### src/sv/fpnr_pkg.sv
// ----------------------------------------------------------------------------
// fpnr_pkg
// Shared types and constants of the fixed-point Newton root unit: controller
// states, result status codes, configuration register indexes and the
// command and status bundles between the controller and the datapath.
// ----------------------------------------------------------------------------
package fpnr_pkg;

  localparam int DATA_W   = 32;
  localparam int TOL_W    = 16;
  localparam int ITER_W   = 8;
  localparam int GUESS_W  = 31;
  localparam int CFG_IDX_W = 2;

  localparam logic [TOL_W-1:0]   TOL_RESET   = 16'd6;
  localparam logic [ITER_W-1:0]  ITER_RESET  = 8'd64;
  localparam logic [GUESS_W-1:0] GUESS_RESET = 31'd131072;

  // Reciprocal of three: floor(n / 3) equals (n * RECIP3) >> RECIP3_SHIFT
  // for every 32-bit unsigned n.
  localparam logic [DATA_W-1:0] RECIP3       = 32'hAAAA_AAAB;
  localparam int                RECIP3_SHIFT = 33;

  // Configuration register indexes.
  localparam logic [CFG_IDX_W-1:0] CFG_TOLERANCE      = 2'd0;
  localparam logic [CFG_IDX_W-1:0] CFG_MAX_ITERATIONS = 2'd1;
  localparam logic [CFG_IDX_W-1:0] CFG_INITIAL_GUESS  = 2'd2;

  // Operation codes of the command input.
  localparam logic OP_SQRT = 1'b0;
  localparam logic OP_CBRT = 1'b1;

  typedef enum logic [1:0] {
    ST_CONVERGED = 2'd0,
    ST_LIMIT     = 2'd1,
    ST_DIV_ZERO  = 2'd2
  } status_t;

  typedef enum logic [2:0] {
    S_IDLE,
    S_MUL,
    S_CHECK,
    S_DIVQ,
    S_SCALE,
    S_DIV3,
    S_UPDATE,
    S_DONE
  } ctrl_state_t;

  typedef struct packed {
    logic    load;       // capture operand and command, seed the estimate
    logic    mul;        // form the divisor (t or t*t)
    logic    div_q;      // start the quotient division x / divisor
    logic    diff_load;  // capture quotient minus estimate
    logic    div_3;      // capture the difference magnitude divided by three
    logic    step_load;  // capture the Newton step
    logic    update;     // apply the step and count it
    logic    fin;        // latch the final status
    status_t fin_code;
  } dp_cmd_t;

  typedef struct packed {
    logic cube;
    logic d_zero;
    logic div_busy;
    logic converged;
    logic last_step;
  } dp_status_t;

endpackage

### src/sv/fpnr_divider.sv
// ----------------------------------------------------------------------------
// fpnr_divider
// Restoring divider, one quotient bit per cycle. Works on magnitudes and
// returns a signed 32-bit quotient truncated toward zero and saturated.
// ----------------------------------------------------------------------------
module fpnr_divider #(
  parameter int NUM_W = 48
) (
  input  logic                          clk,
  input  logic                          rst,
  input  logic                          start,
  input  logic [NUM_W-1:0]              num,
  input  logic [fpnr_pkg::DATA_W-1:0]   den,
  input  logic                          neg,
  output logic                          busy,
  output logic [fpnr_pkg::DATA_W-1:0]   quotient
);

  localparam int DW    = fpnr_pkg::DATA_W;
  localparam int CNT_W = $clog2(NUM_W + 1);

  logic [DW:0]        rem;
  logic [NUM_W-1:0]   quo;
  logic [DW-1:0]      den_r;
  logic               neg_r;
  logic [CNT_W-1:0]   cnt;

  logic [DW:0]        rem_sh;
  logic               fits;
  logic [DW:0]        rem_next;
  logic               over;

  assign rem_sh   = {rem[DW-1:0], quo[NUM_W-1]};
  assign fits     = rem_sh >= {1'b0, den_r};
  assign rem_next = fits ? (rem_sh - {1'b0, den_r}) : rem_sh;
  assign busy     = cnt != '0;

  always_ff @(posedge clk) begin
    if (rst) begin
      cnt <= '0;
    end else if (start) begin
      cnt <= CNT_W'(NUM_W);
    end else if (busy) begin
      cnt <= cnt - 1'b1;
    end
  end

  always_ff @(posedge clk) begin
    if (start) begin
      rem   <= '0;
      quo   <= num;
      den_r <= den;
      neg_r <= neg;
    end else if (busy) begin
      rem <= rem_next;
      quo <= {quo[NUM_W-2:0], fits};
    end
  end

  // A negative result may reach -2^31; a positive one stops at 2^31 - 1.
  always_comb begin
    if (neg_r) begin
      over = (|quo[NUM_W-1:DW]) || (quo[DW-1] && (|quo[DW-2:0]));
      quotient = over ? {1'b1, {(DW-1){1'b0}}} : (~quo[DW-1:0] + 1'b1);
    end else begin
      over = |quo[NUM_W-1:DW-1];
      quotient = over ? {1'b0, {(DW-1){1'b1}}} : quo[DW-1:0];
    end
  end

endmodule

### src/sv/fpnr_datapath.sv
// ----------------------------------------------------------------------------
// fpnr_datapath
// Estimate, divisor, difference and step registers, the shared multiplier
// (squaring and division by three) and the divider of the Newton root unit.
// ----------------------------------------------------------------------------
module fpnr_datapath #(
  parameter int FRAC_BITS = 16
) (
  input  logic                                 clk,
  input  logic                                 rst,
  input  fpnr_pkg::dp_cmd_t                    cmd,
  output fpnr_pkg::dp_status_t                 sts,
  input  logic                                 command,
  input  logic signed [fpnr_pkg::DATA_W-1:0]   operand,
  input  logic [fpnr_pkg::TOL_W-1:0]           tolerance,
  input  logic [fpnr_pkg::ITER_W-1:0]          max_iterations,
  input  logic [fpnr_pkg::GUESS_W-1:0]         initial_guess,
  output logic signed [fpnr_pkg::DATA_W-1:0]   root,
  output fpnr_pkg::status_t                    status,
  output logic [fpnr_pkg::ITER_W-1:0]          steps_taken
);

  localparam int DW    = fpnr_pkg::DATA_W;
  localparam int IW    = fpnr_pkg::ITER_W;
  localparam int NUM_W = DW + FRAC_BITS;

  logic signed [DW-1:0]   x;
  logic                   cube;
  logic signed [DW-1:0]   t;
  logic signed [DW-1:0]   d;
  logic signed [DW:0]     diff;
  logic signed [DW-1:0]   step;
  logic [DW-1:0]          q3;
  logic [IW-1:0]          steps;
  fpnr_pkg::status_t      status_r;

  logic [DW-1:0]          t_mag;
  logic [DW-1:0]          mul_a;
  logic [DW-1:0]          mul_b;
  logic [2*DW-1:0]        prod;
  logic [NUM_W-1:0]       x_num;
  logic [NUM_W-1:0]       x_mag;
  logic [DW-1:0]          d_mag;
  logic [DW:0]            diff_mag;
  logic [DW:0]            diff_rnd;
  logic [DW-1:0]          half;
  logic [DW-1:0]          third;
  logic [DW-1:0]          step_mag;
  logic [IW-1:0]          cap;

  logic                   dv_start;
  logic [NUM_W-1:0]       dv_num;
  logic [DW-1:0]          dv_den;
  logic                   dv_neg;
  logic                   dv_busy;
  logic [DW-1:0]          dv_q;

  // One unsigned multiplier serves both the square of the estimate and the
  // reciprocal multiplication that divides the difference by three.
  assign t_mag    = t[DW-1] ? (~t + 1'b1) : t;
  assign mul_a    = cmd.div_3 ? diff_mag[DW-1:0] : t_mag;
  assign mul_b    = cmd.div_3 ? fpnr_pkg::RECIP3 : t_mag;
  assign prod     = (2*DW)'(mul_a) * (2*DW)'(mul_b);

  assign x_num    = {x, {FRAC_BITS{1'b0}}};
  assign x_mag    = x[DW-1] ? (~x_num + 1'b1) : x_num;
  assign d_mag    = d[DW-1] ? (~d + 1'b1) : d;
  assign diff_mag = diff[DW] ? (~diff + 1'b1) : diff;

  // Halving truncates toward zero: odd negative values round up first.
  assign diff_rnd = diff + {{DW{1'b0}}, diff[DW]};
  assign half     = diff_rnd[DW:1];

  // The third carries the sign of the difference, so it truncates toward zero.
  assign third    = diff[DW] ? (~q3 + 1'b1) : q3;

  assign step_mag = step[DW-1] ? (~step + 1'b1) : step;
  assign cap      = (max_iterations == '0) ? IW'(1) : max_iterations;

  assign dv_start = cmd.div_q;
  assign dv_num   = x_mag;
  assign dv_den   = d_mag;
  assign dv_neg   = x[DW-1] ^ d[DW-1];

  fpnr_divider #(
    .NUM_W(NUM_W)
  ) u_divider (
    .clk      (clk),
    .rst      (rst),
    .start    (dv_start),
    .num      (dv_num),
    .den      (dv_den),
    .neg      (dv_neg),
    .busy     (dv_busy),
    .quotient (dv_q)
  );

  always_ff @(posedge clk) begin
    if (cmd.load) begin
      x     <= operand;
      cube  <= command == fpnr_pkg::OP_CBRT;
      t     <= {1'b0, initial_guess};
      steps <= '0;
    end
    if (cmd.mul) begin
      d <= cube ? prod[FRAC_BITS+DW-1:FRAC_BITS] : t;
    end
    if (cmd.diff_load) begin
      diff <= {dv_q[DW-1], dv_q} - {t[DW-1], t};
    end
    if (cmd.div_3) begin
      q3 <= DW'(prod >> fpnr_pkg::RECIP3_SHIFT);
    end
    if (cmd.step_load) begin
      step <= cube ? third : half;
    end
    if (cmd.update) begin
      t     <= t + step;
      steps <= steps + 1'b1;
    end
    if (cmd.fin) begin
      status_r <= cmd.fin_code;
    end
  end

  assign sts.cube      = cube;
  assign sts.d_zero    = d == '0;
  assign sts.div_busy  = dv_busy;
  assign sts.converged = step_mag <= {{(DW-fpnr_pkg::TOL_W){1'b0}}, tolerance};
  assign sts.last_step = steps >= (cap - 1'b1);

  assign root        = t;
  assign status      = status_r;
  assign steps_taken = steps;

endmodule

### src/sv/fpnr_ctrl.sv
// ----------------------------------------------------------------------------
// fpnr_ctrl
// Sequencer of the Newton root unit: steps the datapath through divisor,
// quotient, step and update for each iteration and decides when to stop.
// ----------------------------------------------------------------------------
module fpnr_ctrl (
  input  logic                  clk,
  input  logic                  rst,
  input  logic                  start,
  input  fpnr_pkg::dp_status_t  sts,
  output fpnr_pkg::dp_cmd_t     cmd,
  output logic                  busy,
  output logic                  done
);

  fpnr_pkg::ctrl_state_t state;
  fpnr_pkg::ctrl_state_t state_next;

  always_ff @(posedge clk) begin
    if (rst) begin
      state <= fpnr_pkg::S_IDLE;
    end else begin
      state <= state_next;
    end
  end

  always_comb begin
    state_next = state;
    unique case (state)
      fpnr_pkg::S_IDLE: begin
        if (start) state_next = fpnr_pkg::S_MUL;
      end
      fpnr_pkg::S_MUL:   state_next = fpnr_pkg::S_CHECK;
      fpnr_pkg::S_CHECK: begin
        state_next = sts.d_zero ? fpnr_pkg::S_DONE : fpnr_pkg::S_DIVQ;
      end
      fpnr_pkg::S_DIVQ: begin
        if (!sts.div_busy) state_next = fpnr_pkg::S_SCALE;
      end
      fpnr_pkg::S_SCALE: begin
        state_next = sts.cube ? fpnr_pkg::S_DIV3 : fpnr_pkg::S_UPDATE;
      end
      fpnr_pkg::S_DIV3:  state_next = fpnr_pkg::S_UPDATE;
      fpnr_pkg::S_UPDATE: begin
        if (sts.converged || sts.last_step) state_next = fpnr_pkg::S_DONE;
        else state_next = fpnr_pkg::S_MUL;
      end
      fpnr_pkg::S_DONE: state_next = fpnr_pkg::S_IDLE;
      default:          state_next = fpnr_pkg::S_IDLE;
    endcase
  end

  always_comb begin
    cmd          = '0;
    cmd.fin_code = fpnr_pkg::ST_CONVERGED;
    busy         = state != fpnr_pkg::S_IDLE;
    done         = 1'b0;
    unique case (state)
      fpnr_pkg::S_IDLE:  cmd.load = start;
      fpnr_pkg::S_MUL:   cmd.mul = 1'b1;
      fpnr_pkg::S_CHECK: begin
        if (sts.d_zero) begin
          cmd.fin      = 1'b1;
          cmd.fin_code = fpnr_pkg::ST_DIV_ZERO;
        end else begin
          cmd.div_q = 1'b1;
        end
      end
      fpnr_pkg::S_DIVQ:  cmd.diff_load = !sts.div_busy;
      fpnr_pkg::S_SCALE: begin
        if (sts.cube) cmd.div_3 = 1'b1;
        else cmd.step_load = 1'b1;
      end
      fpnr_pkg::S_DIV3:  cmd.step_load = 1'b1;
      fpnr_pkg::S_UPDATE: begin
        cmd.update = 1'b1;
        // Convergence on the last allowed step still counts as converged.
        if (sts.converged) begin
          cmd.fin      = 1'b1;
          cmd.fin_code = fpnr_pkg::ST_CONVERGED;
        end else if (sts.last_step) begin
          cmd.fin      = 1'b1;
          cmd.fin_code = fpnr_pkg::ST_LIMIT;
        end
      end
      fpnr_pkg::S_DONE:  done = 1'b1;
      default:           done = 1'b0;
    endcase
  end

endmodule

### src/sv/fixed_point_newton_root_unit.sv
// ----------------------------------------------------------------------------
// fixed_point_newton_root_unit
// Newton-Raphson square and cube root of a signed fixed-point operand.
// ----------------------------------------------------------------------------
// The unit takes one operand at a time: a transfer happens on a clock edge
// with start high and busy low, and busy then stays high until the result
// has been shown. The result (root, status, steps_taken) is on its ports
// for exactly one cycle with done high; the receiver cannot stall it, so it
// must take it in that cycle. Each Newton iteration runs its quotient on a
// restoring divider that produces one quotient bit per cycle over
// N = 32 + FRAC_BITS bits. A cube-root iteration adds a state, dividing the
// difference by three with a reciprocal multiplication on the squaring
// multiplier. After the transfer, busy stays high through every iteration
// and while the result is shown; a zero divisor ends the item before its
// division starts. The next transfer can happen at the end of the first
// cycle with busy low.
// The configuration registers (tolerance, max_iterations, initial_guess) are
// written through cfg_write, cfg_index and cfg_data and take effect for the
// next item; they should only be written while busy is low. A write to an
// index beyond the list is ignored.

module fixed_point_newton_root_unit #(
  parameter int FRAC_BITS = 16
) (
  input  logic                                 clk,
  input  logic                                 rst,
  input  logic                                 start,
  output logic                                 busy,
  input  logic                                 command,
  input  logic signed [fpnr_pkg::DATA_W-1:0]   operand,
  output logic                                 done,
  output logic signed [fpnr_pkg::DATA_W-1:0]   root,
  output logic [1:0]                           status,
  output logic [fpnr_pkg::ITER_W-1:0]          steps_taken,
  input  logic                                 cfg_write,
  input  logic [fpnr_pkg::CFG_IDX_W-1:0]       cfg_index,
  input  logic [fpnr_pkg::GUESS_W-1:0]         cfg_data
);

  logic [fpnr_pkg::TOL_W-1:0]   tolerance;
  logic [fpnr_pkg::ITER_W-1:0]  max_iterations;
  logic [fpnr_pkg::GUESS_W-1:0] initial_guess;

  fpnr_pkg::dp_cmd_t    cmd;
  fpnr_pkg::dp_status_t sts;
  fpnr_pkg::status_t    status_code;

  // Configuration registers. Unknown indexes fall through the decoder.
  always_ff @(posedge clk) begin
    if (rst) begin
      tolerance      <= fpnr_pkg::TOL_RESET;
      max_iterations <= fpnr_pkg::ITER_RESET;
      initial_guess  <= fpnr_pkg::GUESS_RESET;
    end else if (cfg_write) begin
      unique case (cfg_index)
        fpnr_pkg::CFG_TOLERANCE:
          tolerance <= cfg_data[fpnr_pkg::TOL_W-1:0];
        fpnr_pkg::CFG_MAX_ITERATIONS:
          max_iterations <= cfg_data[fpnr_pkg::ITER_W-1:0];
        fpnr_pkg::CFG_INITIAL_GUESS:
          initial_guess <= cfg_data;
        default: ;
      endcase
    end
  end

  // The controller sequences one iteration at a time and the datapath holds
  // every value that carries from one iteration to the next.
  fpnr_ctrl u_ctrl (
    .clk   (clk),
    .rst   (rst),
    .start (start),
    .sts   (sts),
    .cmd   (cmd),
    .busy  (busy),
    .done  (done)
  );

  fpnr_datapath #(
    .FRAC_BITS(FRAC_BITS)
  ) u_datapath (
    .clk            (clk),
    .rst            (rst),
    .cmd            (cmd),
    .sts            (sts),
    .command        (command),
    .operand        (operand),
    .tolerance      (tolerance),
    .max_iterations (max_iterations),
    .initial_guess  (initial_guess),
    .root           (root),
    .status         (status_code),
    .steps_taken    (steps_taken)
  );

  assign status = status_code;

  // A transfer always makes the unit busy on the next cycle.
  a_start_busy: assert property (@(posedge clk) disable iff (rst)
    (start && !busy) |=> busy)
    else $error("accepted item did not make the unit busy");

  // The result strobe lasts one cycle and returns the unit to idle.
  a_done_pulse: assert property (@(posedge clk) disable iff (rst)
    done |=> (!done && !busy))
    else $error("result strobe longer than one cycle");

  // Giving up on the iteration cap means the full cap of steps was taken.
  a_limit_steps: assert property (@(posedge clk) disable iff (rst)
    (done && status == fpnr_pkg::ST_LIMIT) |->
      (steps_taken == max_iterations ||
       (max_iterations == '0 && steps_taken == fpnr_pkg::ITER_W'(1))))
    else $error("limit status with a step count below the cap");

  // A zero divisor is caught before any step of that iteration is applied,
  // so the count never exceeds the cap.
  a_steps_cap: assert property (@(posedge clk) disable iff (rst)
    (done && max_iterations != '0) |-> steps_taken <= max_iterations)
    else $error("more steps taken than the cap allows");

endmodule
### config.mk
export PLATFORM = sky130hd
export DESIGN_NAME = fixed_point_newton_root_unit
export DESIGN_NICKNAME = d
export VERILOG_FILES = /design/src/sv/fpnr_pkg.sv /design/src/sv/fpnr_divider.sv /design/src/sv/fpnr_datapath.sv /design/src/sv/fpnr_ctrl.sv /design/src/sv/fixed_point_newton_root_unit.sv
export SDC_FILE = /design/constraint.sdc
export NUM_CORES = 2
export LEC_CHECK = 0
export BUFFER_PORTS_ARGS = -buffer_cell sky130_fd_sc_hd__buf_2
export CAP_MARGIN = 40
export CORE_MARGIN = 5
export CORE_UTILIZATION = 50
export DETAILED_ROUTE_END_ITERATION = 10
export MAX_ROUTING_LAYER = met4
export PLACE_DENSITY = 0.64
export SLEW_MARGIN = 20
export SYNTH_ARGS = -nofsm -noshare
export SYNTH_HDL_FRONTEND = slang
export SYNTH_SLANG_ARGS = --single-unit
### constraint.sdc
create_clock -name clk -period 21.3 [get_ports clk]
set_input_delay 3.195 -clock clk [delete_from_list [all_inputs] [get_ports clk]]
set_output_delay 3.195 -clock clk [all_outputs]
set_load 0.05 [all_outputs]
======== Yosys cells after proc, flatten, opt, wreduce, memory -nomap -nowiden ========
Index checks and enable logic that the tools add are counted.
operators by class
  mux-type cells .......................... 44
  equal/unequal tests ..................... 11
  multipliers ............................. 1
  shifts and indexed selects .............. 0
  bitwise logic cells ..................... 8
  add/sub/neg operators ................... 14
  div/mod/pow operators ................... 0
  $lt $le $gt $ge ......................... 3
  reductions and logical operators ........ 20
operators by type and width
  cell                     count
  $mux W32                 14
  $add A32 B1 Y32 const B  6
  $not A32 Y32             5
  $mux W48                 3
  $mul A32 B32 Y64         1
  $add A48 B1 Y48 const B  1
  $not A48 Y48             1
  $add A33 B1 Y33          1
  $ge A33 B32 Y1           1
  $sub A32 B32 Y33         1
  $add A32 B32 Y32         1
  $le A32 B16 Y1           1
  $logic_not A32 Y1        1
  $not A31 Y32             1
  $sub A32 B32 Y32         1
  $mux W31                 1
  $reduce_or A31 Y1        1
  $mux W8                  3
  $pmux W3 S8              1
  $mux W3                  7
  $reduce_or A17 Y1        1
  $reduce_or A16 Y1        1
  $eq A3 B3 Y1 const B     4
  $mux W6                  2
  other kinds (25)         41
storage, ports and cells
  logic and storage cells ................. 121
  bits in read-only memories .............. 0
  RAM bits ................................ 0
  output and inout bits ................... 44
  memories kept ........................... 0
  input bits .............................. 70
  register bits after elaboration ......... 380
  latch bits .............................. 0

======== Depth between registers and ports, before layout ========
  depth in word-level cells ............... 7
  gate-level depth with buffers ........... 40
  gate-level depth less buffers ........... 39

======== Modules after synthesis ========
From an unflattened synthesis, not the netlist that was laid out.
second synthesis, totals
  cell total of the unflattened synthesis .. 6447
  area total of the unflattened synthesis .. 57830.5 sq um
modules (own cells, without submodules)
  module                        area an instance (sq um)  instances  cells each  seq. area each (sq um)
  fpnr_datapath                 47441.8                   1          5353        6095.8
  fpnr_divider                  7777.5                    1          837         3193.1
  fixed_point_newton_root_unit  2326.0                    1          221         1101.1
  fpnr_ctrl                     285.3                     1          36          60.1

======== Least setup slack after synthesis ========
Ideal clock, no wire load.
  kind .................................... register to register
  start point ............................. register u_datapath.t[1], in the netlist u_datapath.root[1]
  end point ............................... register u_datapath.d[26], data pin
  arrival time ............................ 10142 ps
  slack ................................... 10898 ps
  period minus slack after synthesis ...... 10402 ps
  library setup time ...................... 260 ps
  data required time ...................... 21040 ps
  path buffers ............................ 3
  cell stages (with the launch flop) ...... 39
  cells stage by stage .................... edfxtp_1 > inv_1 > ha_1 > or3b_2 > or4_1 > o31ai_1 > xnor2_1 > or2_2 > clkbuf_1 > clkinv_1 > nor2_1 > clkbuf_1 > nor2_1 > fa_1 > fa_1 > fa_1 > inv_1 > fa_1 > [... 3 more ...] > fa_1 > inv_1 > fa_1 > inv_1 > fa_1 > inv_1 > ha_1 > clkbuf_1 > a211oi_1 > nor2_1 > a2111oi_0 > nor3_1 > nor3_1 > o21ai_0 > a21boi_0 > nor2b_1 > o31a_1 > mux2_2
on the way
  cells in the longest elaborated chain, start to end .. 6
  elaborated cells between the ends (all ways) .. 7
  classes of those cells .................. 1 x add/sub; 1 x mul; 4 x mux; 1 x bitwise
ends and longest elaborated chain
  item                                RTL line                                  source
  start, declared                     fpnr_datapath.sv:29                       logic signed [DW-1:0] t;
  start signal, assigned              fpnr_datapath.sv:102                      t <= {1'b0, initial_guess};
  start signal, assigned              fpnr_datapath.sv:118                      t <= t + step;
  $not A32 Y32                        fpnr_datapath.sv:60                       assign t_mag = t[DW-1] ? (~t + 1'b1) : t;
  $add A32 B1 Y32                     fpnr_datapath.sv:60
  $mux W32 (*)                        fpnr_datapath.sv:60
  $mux W32, on equally long branches  fpnr_datapath.sv:61, fpnr_datapath.sv:62
  $mul A32 B32 Y64 (*)                fpnr_datapath.sv:63                       assign prod = (2*DW)'(mul_a) * (2*DW)'(mul_b);
  via u_datapath.prod[42]             fpnr_datapath.sv:40                       logic [2*DW-1:0] prod;
  $mux W32 (*)                        fpnr_datapath.sv:106                      d <= cube ? prod[FRAC_BITS+DW-1:FRAC_BITS] : t;
  end signal, assigned                fpnr_datapath.sv:106
  end, declared                       fpnr_datapath.sv:30                       logic signed [DW-1:0] d;
The timed path passes the listed nets; every way through them passes the cells marked *.
A chain may end at the register's enable or synchronous reset.

======== Worst setup path after layout ========
  start point ............................. register u_datapath.t[1], in the netlist u_datapath.root[1]
  end point ............................... register u_datapath.d[28], data pin
Same word-level chain as after synthesis.

==> impl_results.md <==
- CP max stage delay: between 1000 and 1500 ps
- Synthesized net count: ~7800
- Max-slew violation count: 0
- CTS tree: yes
- Synth top area cells: fa_1, edfxtp_1, ha_1
- Crit path launch type: register
- Register area: approximately 0.010 mm2
- Final Hold Vio Count: 0
- Core area: about 0.11 mm2
- Crit-path slowest cell: clkinv_1
- Clock Latency Late Sink: about 560 ps
- RSZ-0062 raised after global routing: no
- Clock root buffer: clkbuf_16
- Routed WL: approximately 190000 um
- Most frequent cells in the layout: inv_1, fa_1, nand2_1
- # port buffers: 113
- HPWL Detailed: approximately 150000 um
- Final net count: 7811
- Worst path bufs/invs: 6
- Width of the die: around 350 um
- Clock slew at the register clock pins of the worst setup and hold paths: around 70 ps
- Rel. slew slack: roughly a third
- CP delay by family, top: adder cells
- Area leader, netlist: fa_1
- Setup bufs post-CTS: 0
- Layout area overhead: 6.96%
- Drt wl/cell: ~24 um
- Cells after Synth: 6453
- Num rows: roughly 120
- Multi-input gate area: approximately 0.041 mm2
- Dominant synthesized flop cell: edfxtp_1
- Commonest non-fill, non-tap cell in the layout: inv_1
- Final setup viols: 0
- Initial antenna violation count: 9
- Layout cell share with drive strength beyond 1: 6.06%
- Data arrival time of the worst path: 13580 ps
- MaxCap Viol Count: 0
- Via Count: 46200
- EDFF count, synth: roughly 280
- Clk sinks: 380
- Vert. Die Dim: approximately 350 um
- Grt total ovfl: 0
- Crit end category: register
- Status: finished clean
- Starting Density: approximately half
- Die area: ~0.12 mm2
- Drt first-iter violations: 4727
- Largest net degree at the start of global routing: between 80 and 90
- Routed Antenna Nets: 0
- GPL Wtd Cong: ~1
- Library cells used by synthesis: 81
- Fraction of registers with async set/reset: 0%
- Clk buf depth: 3
- WP data required: between 20000 and 25000 ps
- Post-synthesis average cell area: between 8 and 9 um2
- Final Skew: 26.3 ps
- Fill cells: approximately 11000
- Number of global-route vias before repair: around 47000
- Tightest Hold Check Type: register to register
- Fin Setup TNS: 0 ps
- TritonCTS Buffers: 39
- Critical setup path kind: register to register
- Yosys top cell area share: 31.7%
- Mapped Area: roughly 0.057 mm2
- Hold-fix buffers, CTS: 0
- Fin crit share: between 60% and 70%
- Fin crit period: approximately 13000 ps
- Drt via density: roughly 5.8
- Top Ports: ~110
- Post_cts resized: 0
- Fmax: 75.3 MHz
- Post-route DRC: 0
- Global-route wire length before repair: between 200000 and 300000 um
- CP Max Fanout: 23
- Crit path top cell by count: fa_1
- Max H-tree Level: 2
- Pre-antenna DRT Iters: 8
- Sequential area share after synthesis: between 10% and 20%
- Ys Warns: 0
- Total GRT Usage: around 32%
- Yosys reg bits: between 300 and 400
- Tightest Pin Transition: roughly 1000 ps
==> through the flow <==
step	cell area, um2	cells	util, %	hold slack [ps]	setup WS (ps)
after floorplan	56700	6453	-	434	10900
after global placement	59000	7891	52.4	442	8160
after detailed placement	59200	7906	52.6	450	8530
after CTS	60500	7978	53.8	460	8470
after global routing	60600	7989	53.9	474	7870
final	60600	7990	53.9	457	8020
==> Yosys cell counts (34+ instances only) <==
cell	n
nand3_1	66
a211oi_1	36
edfxtp_1	284
inv_1	1165
o21ai_0	272
or4_1	35
fa_1	898
or3_1	40
xor2_1	145
nor3_1	59
nand2_1	864
a21oi_1	218
and3_1	38
nand4_1	34
ha_1	390
xnor2_1	187
o31ai_1	54
a21o_1	76
and2_1	48
dfxtp_1	96
nand2b_1	43
clkbuf_1	247
nor2_1	682
==> metal layers <==
metal,vias to the layer above,global-route usage (%),routed length (um)
li1,20500,-,-
met3,579,7.39,19000
met1,22900,41.9,75100
met2,2243,49.1,85100
met5,-,-,0
met4,0,14.7,11500
==> registers in the layout, indices dropped and copies added, names as in the netlist, 3 cells and up <==
| name | cells |
|---|---|
| tolerance | 16 |
| u_datapath.u_divider.cnt | 6 |
| u_datapath.d | 32 |
| u_datapath.q3 | 31 |
| u_datapath.x | 32 |
| u_datapath.u_divider.den_r | 32 |
| u_datapath.steps_taken | 8 |
| u_datapath.step | 32 |
| u_datapath.u_divider.rem | 32 |
| u_ctrl.state | 3 |
| u_datapath.root | 32 |
| u_datapath.diff | 33 |
| u_datapath.u_divider.quo | 48 |
| max_iterations | 8 |
| initial_guess | 31 |
==> cells by family after synthesis <==
family,Yosys count,synth area share [%]
flops,380,18.4
mux,33,0.614
simple gates,2048,15.8
fa+ha+maj,1288,40.3
compound gates,898,9.89
buf+inv,1474,9.81
xor+xnor,332,5.13
==> path summary, 6_finish.rpt <==
check / start / end / slack [ps] / cells past startpoint
hold reg to reg: initial_guess[23]$_SDFFE_PP0P_ / initial_guess[23]$_SDFFE_PP0P_ / 460 / 2
setup / recovery: u_datapath.root[1]$_DFFE_PP_ / u_datapath.d[28]$_DFFE_PP_ / 8020 / 34
setup reg to reg: u_datapath.root[1]$_DFFE_PP_ / u_datapath.d[28]$_DFFE_PP_ / 8020 / 34
hold / removal: initial_guess[23]$_SDFFE_PP0P_ / initial_guess[23]$_SDFFE_PP0P_ / 460 / 2
==> final cells by class <==
type | count | area share, %
repair buffers | 249 | 2.91
well taps | 1500 | 3.10
clock buffers | 51 | 1.79
inverters | 1184 | 7.33
clock inverters | 21 | 0.320
diodes | 6 | 0.0248
flip-flops and latches | 380 | 17.2
multi-input cells | 4599 | 67.3
==> worst min-delay path, cell delays in order (launching register included) <==
cell and delay (ps):
dfxtp_1 310, nand2_1 50, a21oi_1 50
Power is left out: the tool's default activity adds up to more than one toggle a clock period on the data nets, which glitch-free logic cannot reach.
